--- config.mk ---
export PLATFORM = sky130hd
export DESIGN_NAME = scbs_cfg
export DESIGN_NICKNAME = d
export VERILOG_FILES = /design/src/hw/rtl/scbs_pkg.sv /design/src/hw/rtl/scbs_cfg.sv
export SDC_FILE = /design/constraint.sdc
export NUM_CORES = 1
export LEC_CHECK = 0
export ABC_AREA = 1
export BUFFER_PORTS_ARGS = -buffer_cell sky130_fd_sc_hd__buf_2
export CAP_MARGIN = 0
export CORE_MARGIN = 2
export CORE_UTILIZATION = 42
export CTS_CLUSTER_DIAMETER = 150
export DETAILED_ROUTE_END_ITERATION = 6
export PLACE_DENSITY_LB_ADDON = 0.3
export SYNTH_ARGS = -nofsm -noshare
export SYNTH_HDL_FRONTEND = slang
export SYNTH_SLANG_ARGS = --single-unit
--- constraint.sdc ---
create_clock -name clk -period 0.8 [get_ports clk]
set_clock_uncertainty 0.05 [all_clocks]
set_input_delay 0 -clock clk [delete_from_list [all_inputs] [get_ports clk]]
set_output_delay 0 -clock clk [all_outputs]
set_load 0.005 [all_outputs]
--- src/hw/rtl/scbs_pkg.sv ---
// scbs_pkg: shared types and constants for the sample consensus background subtractor
// no dependencies
`timescale 1ns / 1ps
`default_nettype none
package scbs_pkg;

  // image geometry and samples per pixel
  localparam int unsigned ImgW = 640;
  localparam int unsigned ImgH = 480;
  localparam int unsigned NumSamples = 20;

  // configuration register indexes
  localparam logic [2:0] RegWidth  = 3'd0;
  localparam logic [2:0] RegHeight = 3'd1;
  localparam logic [2:0] RegRadius = 3'd2;
  localparam logic [2:0] RegMinM   = 3'd3;
  localparam logic [2:0] RegSubLog = 3'd4;

  typedef enum logic [2:0] {
    ST_IDLE,
    ST_READ,
    ST_SCAN,
    ST_WRITE,
    ST_NBR,
    ST_OUT
  } state_t;

  typedef struct packed {
    logic [9:0]  frame_width;
    logic [8:0]  frame_height;
    logic [17:0] radius_sq;
    logic [4:0]  min_matches;
    logic [3:0]  subsample_log2;
  } cfg_t;

  // squared distance of two colours, 18 bits suffice for 3*255^2
  function automatic logic [17:0] col_dist(input logic [23:0] a, input logic [23:0] b);
    logic [7:0]  dr, dg, db;
    logic [15:0] sr, sg, sb;
    begin
      dr = (a[23:16] > b[23:16]) ? a[23:16] - b[23:16] : b[23:16] - a[23:16];
      dg = (a[15:8] > b[15:8]) ? a[15:8] - b[15:8] : b[15:8] - a[15:8];
      db = (a[7:0] > b[7:0]) ? a[7:0] - b[7:0] : b[7:0] - a[7:0];
      sr = dr * dr;
      sg = dg * dg;
      sb = db * db;
      col_dist = {2'b00, sr} + {2'b00, sg} + {2'b00, sb};
    end
  endfunction

  // draw hits when the low subsample_log2 bits are zero
  function automatic logic draw_hit(input logic [7:0] d, input logic [3:0] lg);
    logic [15:0] m;
    begin
      m = (16'd1 << lg) - 16'd1;
      draw_hit = (d & m[7:0]) == 8'd0;
    end
  endfunction

endpackage
`default_nettype wire

--- src/hw/rtl/scbs_cfg.sv ---
// scbs_cfg: configuration register bank with reset values
// depends on scbs_pkg
`timescale 1ns / 1ps
`default_nettype none
module scbs_cfg (
  input  wire logic          clk,
  input  wire logic          rst,
  input  wire logic          cfg_valid,
  output logic               cfg_ready,
  input  wire logic [2:0]    cfg_index,
  input  wire logic [31:0]   cfg_data,
  output scbs_pkg::cfg_t     cfg
);
  assign cfg_ready = 1'b1;

  // register writes
  always_ff @(posedge clk) begin
    if (rst) begin
      cfg.frame_width    <= 10'd640;
      cfg.frame_height   <= 9'd480;
      cfg.radius_sq      <= 18'd400;
      cfg.min_matches    <= 5'd2;
      cfg.subsample_log2 <= 4'd4;
    end else if (cfg_valid) begin
      case (cfg_index)
        scbs_pkg::RegWidth:  cfg.frame_width    <= cfg_data[9:0];
        scbs_pkg::RegHeight: cfg.frame_height   <= cfg_data[8:0];
        scbs_pkg::RegRadius: cfg.radius_sq      <= cfg_data[17:0];
        scbs_pkg::RegMinM:   cfg.min_matches    <= cfg_data[4:0];
        scbs_pkg::RegSubLog: cfg.subsample_log2 <= cfg_data[3:0];
        default: ;
      endcase
    end
  end
endmodule
`default_nettype wire

; Word level (Yosys, flattened, before mapping)
; Cells that the tools add are included.
[totals]
ff_bits = 46
latchBits = 0
ram_bits = 0
mem_bits_ro = 0
in_bits = 38
out_inout_bits = 47
mem_count = 0
[classes]
add_sub_neg = 0
mul = 0
div_mod_pow = 0
magnitude_cmp = 0
n_eq_ne = 4
shift = 0
muxes = 0
bitwise_logic = 0
n_reduce_logical = 6
[op_table]
columns = operator, count
row1 = AND reduction 2 bit, 5
row2 = equality test 3 x 2 -> 1 bit (second input constant), 2
row3 = equality test 3 x 1 -> 1 bit (second input constant), 1
row4 = equality test 3 bit (second input constant), 1
row5 = logical NOT 3 bit, 1

; Longest topological paths before layout
; Gate-level depths: netlist of the first run.
[depth]
ltp_word = 2
mapped_depth = 6
depth_no_buf = 5

; Worst setup path before layout of the first run
; OpenSTA, ideal clock, no wires.
[synth_timing]
path_kind = input port to flip-flop
from = input port cfg_index[0]
to = register cfg[0] (netlist bit)
setup_ps = 115
arrival_time_ps = 642
setup_slack_ps = -7
stages = 5
path_buffers = 1
path_cell_list = nor2_1 buf_4 nand3_1 nand2_1 nor2_1
[synth_between]
elab_chain_cells = 2
[synth_rtl]
columns = element, line_no
row1 = start: declaration, scbs_cfg.sv:10  ; input wire logic [2:0] cfg_index,
row2 = equality test 3 bit, scbs_cfg.sv:25  ; case (cfg_index)
row3 = AND reduction 2 bit (no source line), -
row4 = end: declaration, scbs_cfg.sv:12  ; output scbs_pkg::cfg_t cfg
; No other way between the ends.
; A chain may end at the register's enable or synchronous reset.

; Final worst setup path of the first run
[layout_timing]
from = register cfg[44] (netlist bit)
to = output port cfg[44] (netlist bit)
; No word-level cell between the ends.

==> results.txt, run 1 <==
Status -> finished, violations left
Violations in the final reports -> negative setup slack
CP max stage delay -> 0.34 ns
Total global-route track usage -> 0.2011
Mean number of vias per cell -> 4.673
Die W -> 70.76 um
CTS clk-pin slew, worst paths -> 0.09 ns
Unrepaired setup endpoints after global routing -> true
Most flop-heavy register -> cfg
Fill cell count -> 403
FF+latch count, synth -> 46
IO Pins -> 85
Pre-CTS setup slack -> -0.3328 ns
Largest net degree at the start of global routing -> 29
Switching Fraction -> 0.2445
Final WL -> 4.821 mm
Cell variety after synth -> 15
Initial antenna violation count -> 0
CP Launch Type -> flip-flop
Core footprint -> 0.004324 sq mm
Final worst-path cycle share -> 1.008
Hold Path Class -> in2reg
CP cell instances -> buf_6
Fmax -> 1240 MHz
Cell count after synthesis -> 272
Die area -> 0.005007 sq mm
Pre-Repair DR Iteration Count -> 4
Flop pwr share -> 0.505
Setup Buffers After CTS -> 0
Overflow after GRT -> 0
Detailed Place HPWL -> 3.403 mm
Starting density of the core -> 0.4329
DRT iter0 DRCs -> 70
Total CTS buffers -> 5
Sw power -> 0.001174 W
Synthesized net count -> 310
PortBufs -> 69
Vias in the first global route -> 1917
CTS tree -> built
Critical Path RT -> 0.75 ns
First-pass GRT wire length -> 8.024 mm
Clock share of power -> 0.356
Worst skew pair latency -> 0.30 ns
CP arrival -> 0.76 ns
Rows -> 24
Layout cells sized above 1 -> 0.4081
Regs by FF count -> cfg x46
ANT cells -> 0
Critical path class -> reg2out
Detail Route Antenna Nets -> 0
Bufs on Longest Clock Path -> 2
Worst VDD drop -> 878.9 uV
Cell Int Power -> 0.003626 W
Leak -> 1.393 nW
GPL Wtd Cong -> 0.7719
# setup viols final -> 1
Synth Cell Area -> 0.001872 sq mm
Routed len/inst -> 11.42 um
Crit path max-delay family -> flip-flops
Final hold vios -> 0
CP endpoint kind -> output port
Max Cap Viol -> 0
Final TNS setup -> -0.006752 ns
TritonCTS Sinks -> 46
Fin crit period -> 0.8068 ns
Gate power share -> 0.139
H-tree depth -> 2
Vias post-DR -> 1972
Buf/Inv on CP -> 1
PwrDens -> 1737 mW/mm^2
Layout area overhead -> 47.59%
Sequential element share of the synthesized area -> 0.4920
# nets final -> 407
Slowest CP cell -> dfxtp_2
Mean Syn Cell Area -> 6.882 sq um
Final Slew Violations -> 0
Root Buffer -> clkbuf_8
Worst Slack Setup Final -> -0.006752 ns
Flip-flop count of the largest register after layout -> 46
Synth Warn # -> 0
Die Span Y -> 70.76 um
Drt drc -> 0
CP Max Fanout -> 2
## logic make-up after synthesis
family | count (synthesis) | share of synthesized area
AO/OA/AOI/OAI | 5 | 0.01337
buffers and inverters | 35 | 0.08221
flip-flops | 46 | 0.4920
other | 1 | 0.002003
AND/OR/NAND/NOR | 185 | 0.4104
## layer usage
| layer | vias up | global-route usage | share of wire |
|---|---|---|---|
| met2 | 61 | 0.3375 | 0.46 |
| met4 | 0 | 0.08386 | 0.015 |
| met5 | - | 0 | 0 |
| met3 | 7 | 0.06695 | 0.076 |
| li1 | 1031 | - | - |
| met1 | 873 | 0.2357 | 0.45 |
## cells in the final DEF, fill, tap and decap left out, types with 2 or more instances in the layout
cell type / instances
buf_12: 3
nand2_1: 61
nand2_2: 2
nor2_1: 69
inv_2: 3
o21ai_0: 2
buf_2: 62
dlygate4sd3_1: 16
a21oi_1: 3
nor2_4: 2
dfxtp_2: 46
nor2_2: 4
inv_1: 21
clkbuf_8: 5
buf_6: 6
clkinv_2: 2
buf_4: 14
nand3_1: 46
## worst reg2reg max path, delay by kind of cell, from the launching register on
family / cells / cell delay, ns
AND/OR/NAND/NOR: 1 / 0.06
AO/OA/AOI/OAI: 1 / 0.13
flip-flops: 1 / 0.33
## power groups by stage
stage / Clock [W] / Combinational, W / Sequential (W)
2_1_floorplan: 0 / 0.000300 / 0.00247
3_3_place_gp: 0 / 0.000578 / 0.00246
3_5_place_dp: 0 / 0.000586 / 0.00246
6_report: 0.00171 / 0.000665 / 0.00242
4_1_cts: 0.00174 / 0.000653 / 0.00242
5_1_grt: 0.00186 / 0.000748 / 0.00244
## final cells by class
type | instances | area, sq um | share of cell area
clock buffers | 5 | 68.82 | 0.02491
clock inverters | 3 | 40.04 | 0.01449
inverters | 24 | 90.09 | 0.03261
multi-input cells | 191 | 817.0 | 0.2957
flip-flops and latches | 46 | 978.4 | 0.3542
well taps | 52 | 65.06 | 0.02355
repair buffers | 101 | 703.2 | 0.2545
## synthesized netlist by cell type (all sizes together)
| cell | number | area, sq um |
|---|---|---|
| a21oi | 3 | 15.01 |
| buf | 11 | 63.80 |
| conb | 1 | 3.750 |
| dfxtp | 46 | 920.9 |
| inv | 24 | 90.08 |
| nand2 | 63 | 239.0 |
| nand3 | 47 | 235.2 |
| nor2 | 75 | 294.0 |
| o21ai | 2 | 10.01 |
## path summary, 6_finish.rpt
path         startpoint       to  slack [ns]  cells past startpoint
max             cfg[44]  cfg[44]      -0.007                      1
min reg2reg     cfg[35]  cfg[35]        0.42                      2
min                 rst  cfg[45]        0.04                      4
max reg2reg      cfg[1]   cfg[1]        0.13                      2
## metrics by stage
step	utilization	instances	cell area (sq um)	hold WS, ns	power (W)
floorplan	-	272	1874	0.06322	0.002768
global placement	0.5518	399	2386	0.1774	0.003039
detailed placement	0.5518	399	2386	0.1796	0.003049
CTS	0.6270	423	2711	0.02283	0.004809
global route	0.6389	422	2763	0.03524	0.005042
finish	0.6389	422	2763	0.03752	0.004800
## repair_timing
item                       in CTS  in global routing
hold endpoints to repair       20                  0
setup endpoints to repair      49                 51
hold buffers                   16                  0
pin swaps                       0                  2
gates resized for setup        38                 20
Note: power is estimated with default switching activity, not from simulation.
==> run 2: changes to the inputs <==
--- a/config.mk
+++ b/config.mk
@@ -13,6 +13,7 @@
 export CTS_CLUSTER_DIAMETER = 150
 export DETAILED_ROUTE_END_ITERATION = 6
 export PLACE_DENSITY_LB_ADDON = 0.3
+export SETUP_SLACK_MARGIN = 0.3
 export SYNTH_ARGS = -nofsm -noshare
 export SYNTH_HDL_FRONTEND = slang
 export SYNTH_SLANG_ARGS = --single-unit
==> run 2 against run 1 <==
Compared with the run above: the flow finishes with violations (negative hold slack, negative setup slack); largest cell class is now multi-input gates; hold slack got worse by 0.16 ns; global-route usage increased by 1.7 points; non-clock buffer count rose by 5; maximum frequency shrank 3.5%; sequential share of layout area down 5.8 points; highest routed layer unchanged; clock-buffer cell count increased by 1; core utilization up 12 points; critical path depth is the same; total power rose by 1.3%.
==> results.txt, run 2 (same netlist as run 1, synthesis figures left out) <==
Bufs on Longest Clock Path -> 2 (unchanged)
Worst reg2reg path depth -> 3 (was 2)
H-tree depth -> 2 (unchanged)
Worst Hold Slack -> -0.1223 ns (was 0.03752 ns)
Layout cells sized above 1 -> 0.6101 (was 0.4081)
Detail Route Antenna Nets -> 0 (unchanged)
Critical Path RT -> 0.75 ns (about the same)
Starting density of the core -> 0.4329 (unchanged)
Root Buffer -> clkbuf_8 (unchanged)
TritonCTS Sinks -> 46 (unchanged)
Buf/Inv on CP -> 1 (unchanged)
CTS clk-pin slew, worst paths -> 0.10 ns (was 0.09 ns)
Final TNS setup -> -0.2829 ns (was -0.006752 ns)
Hold Crit Start -> cfg_data[9] (was rst)
Fin util -> 0.7633 (was 0.6389)
Die Span Y -> 70.76 um (unchanged)
Cell Int Power -> 0.003526 W (was 0.003626 W)
Fill cell count -> 297 (was 403)
FF/Latch Area -> 978.4 sq um (unchanged)
Critical path class -> reg2out (unchanged)
Worst skew pair latency -> 0.30 ns (about the same)
Detailed Place HPWL -> 3.526 mm (was 3.403 mm)
Final worst-path cycle share -> 1.045 (was 1.008)
Routed len/inst -> 14.06 um (was 11.42 um)
Placed Area -> 0.002535 sq mm (was 0.002386 sq mm)
Mean number of vias per cell -> 5.051 (was 4.673)
Most flop-heavy register -> cfg (unchanged)
Post-Layout Inst Area -> 0.003301 sq mm (was 0.002763 sq mm)
Overflow after GRT -> 0 (unchanged)
Crit path max-delay family -> flip-flops (unchanged)
Max Cap Viol -> 0 (unchanged)
Initial antenna violation count -> 0 (unchanged)
Total global-route track usage -> 0.2186 (was 0.2011)
Status -> finished, violations left (unchanged)
Largest net degree at the start of global routing -> 26 (was 29)
ANT cells -> 0 (unchanged)
Vias in the first global route -> 1869 (was 1917)
Core footprint -> 0.004324 sq mm (unchanged)
Violations in the final reports -> negative hold slack, negative setup slack (was negative setup slack)
DRT iter0 DRCs -> 111 (was 70)
Reg-to-reg endpoint -> cfg[33] (was cfg[1])
Rows -> 24 (unchanged)
Final WL -> 6.030 mm (was 4.821 mm)
IO Pins -> 85 (unchanged)
CP cell instances -> buf_6 (unchanged)
Unrepaired setup endpoints after global routing -> true (unchanged)
Flip-flop count of the largest register after layout -> 46 (unchanged)
Die area -> 0.005007 sq mm (unchanged)
Hold Path Class -> in2reg (unchanged)
PwrDens -> 1473 mW/mm^2 (was 1737 mW/mm^2)
Clock share of power -> 0.309 (was 0.356)
CP Max Fanout -> 2 (unchanged)
R2r startpoint -> cfg[33] (was cfg[1])
CTS tree -> built (unchanged)
# nets final -> 414 (was 407)
Pre-Repair DR Iteration Count -> 4 (unchanged)
Final Slew Violations -> 0 (unchanged)
Pre-CTS setup slack -> -0.1329 ns (was -0.3328 ns)
GPL Wtd Cong -> 0.8252 (was 0.7719)
Sw power -> 0.001335 W (was 0.001174 W)
CP max stage delay -> 0.38 ns (was 0.34 ns)
Slowest CP cell -> dfxtp_2 (unchanged)
# setup viols final -> 23 (was 1)
Layout area overhead -> 76.34% (was 47.59%)
Fmax -> 1196 MHz (was 1240 MHz)
Vias post-DR -> 2167 (was 1972)
Commonest non-fill, non-tap cell in the layout -> buf_2 (was nor2_1)
Fin crit period -> 0.8361 ns (was 0.8068 ns)
Regs by FF count -> cfg x46 (unchanged)
Switching Fraction -> 0.2746 (was 0.2445)
Worst VDD drop -> 796.4 uV (was 878.9 uV)
Worst Slack Setup Final -> -0.03608 ns (was -0.006752 ns)
PortBufs -> 69 (unchanged)
Hold depth -> 3 (was 4)
Leak -> 1.577 nW (was 1.393 nW)
Final hold vios -> 18 (was 0)
Most frequent cells in the layout -> 58 x buf_2, 55 x nand2_1, 46 x dfxtp_2 (was 69 x nor2_1, 62 x buf_2, 61 x nand2_1)
Total CTS buffers -> 5 (unchanged)
Multi-input logic area -> 0.001122 sq mm (was 817.0 sq um)
CP arrival -> 0.79 ns (was 0.76 ns)
Hold EP -> cfg[45] (unchanged)
Die W -> 70.76 um (unchanged)
CP endpoint kind -> output port (unchanged)
Gate power share -> 0.189 (was 0.139)
Flop pwr share -> 0.502 (was 0.505)
First-pass GRT wire length -> 8.756 mm (was 8.024 mm)
CP Launch Type -> flip-flop (unchanged)
R2r setup slk -> 0.07 ns (was 0.13 ns)
Drt drc -> 0 (unchanged)
## run 2: cell types whose count changed in the layout (fill, tap and decap cells not counted), moves of 6 or more
cell,change
buf_4,-6
buf_6,+21
dlygate4sd3_1,-16
nand2_1,-6
nand3_1,-18
nand3_2,+18
nor2_1,-24
nor2_2,+10
nor2_4,+16
## run 2: worst max-delay path by stage
stage	to	cells past startpoint	slack, ns	start
after floorplan	cfg[14]	6	0.13	cfg_valid
final	cfg[41]	1	-0.04	cfg[41]
after CTS	cfg[41]	1	-0.03	cfg[41]
after global routing	cfg[41]	1	-0.05	cfg[41]
after detailed placement	cfg[21]	7	-0.13	cfg_valid
after global placement	cfg[12]	7	-0.13	cfg_index[1]
## run 2: stage by stage
stage | instances | total power, W
3_5_place_dp | 396 | 0.003119
6_report | 429 | 0.004860
4_1_cts | 414 | 0.004705
2_1_floorplan | 272 | 0.002841
3_3_place_gp | 396 | 0.003109
5_1_grt | 429 | 0.005052
## run 2: repair_timing
action	CTS	global route
gates cloned	4	3
endpoints found under the hold margin	19	14
setup buffers	6	12
pin swaps	64	17
resized for setup	86	58
endpoints found under the setup margin	92	92
## run 2: final cells by class
type                       instances  share of cell area
clock buffer                       6             0.02502
inverter                          24             0.03487
multi-input combinational        193              0.3400
timing repair buffer             106              0.2801
clock inverter                     2            0.003791
sequential                        46              0.2964
tap                               52             0.01971
## run 2: power by group through the flow
stage	clock, W	sequential (W)	combinational [W]
after floorplan	0	0.00247	0.000371
after global placement	0	0.00246	0.000646
after detailed placement	0	0.00246	0.000654
after CTS	0.00152	0.00243	0.000757
after global routing	0.00161	0.00245	0.000988
final	0.00150	0.00244	0.000918
## run 2: layer usage
| layer | wire length, um | part of all wire | track usage | up-vias |
|---|---|---|---|---|
| met3 | 401 | 0.067 | 0.04131 | 10 |
| met4 | 76 | 0.013 | 0.07128 | 0 |
| met2 | 3084 | 0.51 | 0.3645 | 87 |
| met1 | 2468 | 0.41 | 0.2860 | 1016 |
| met5 | 0 | 0 | 0 | - |
| li1 | - | - | - | 1054 |
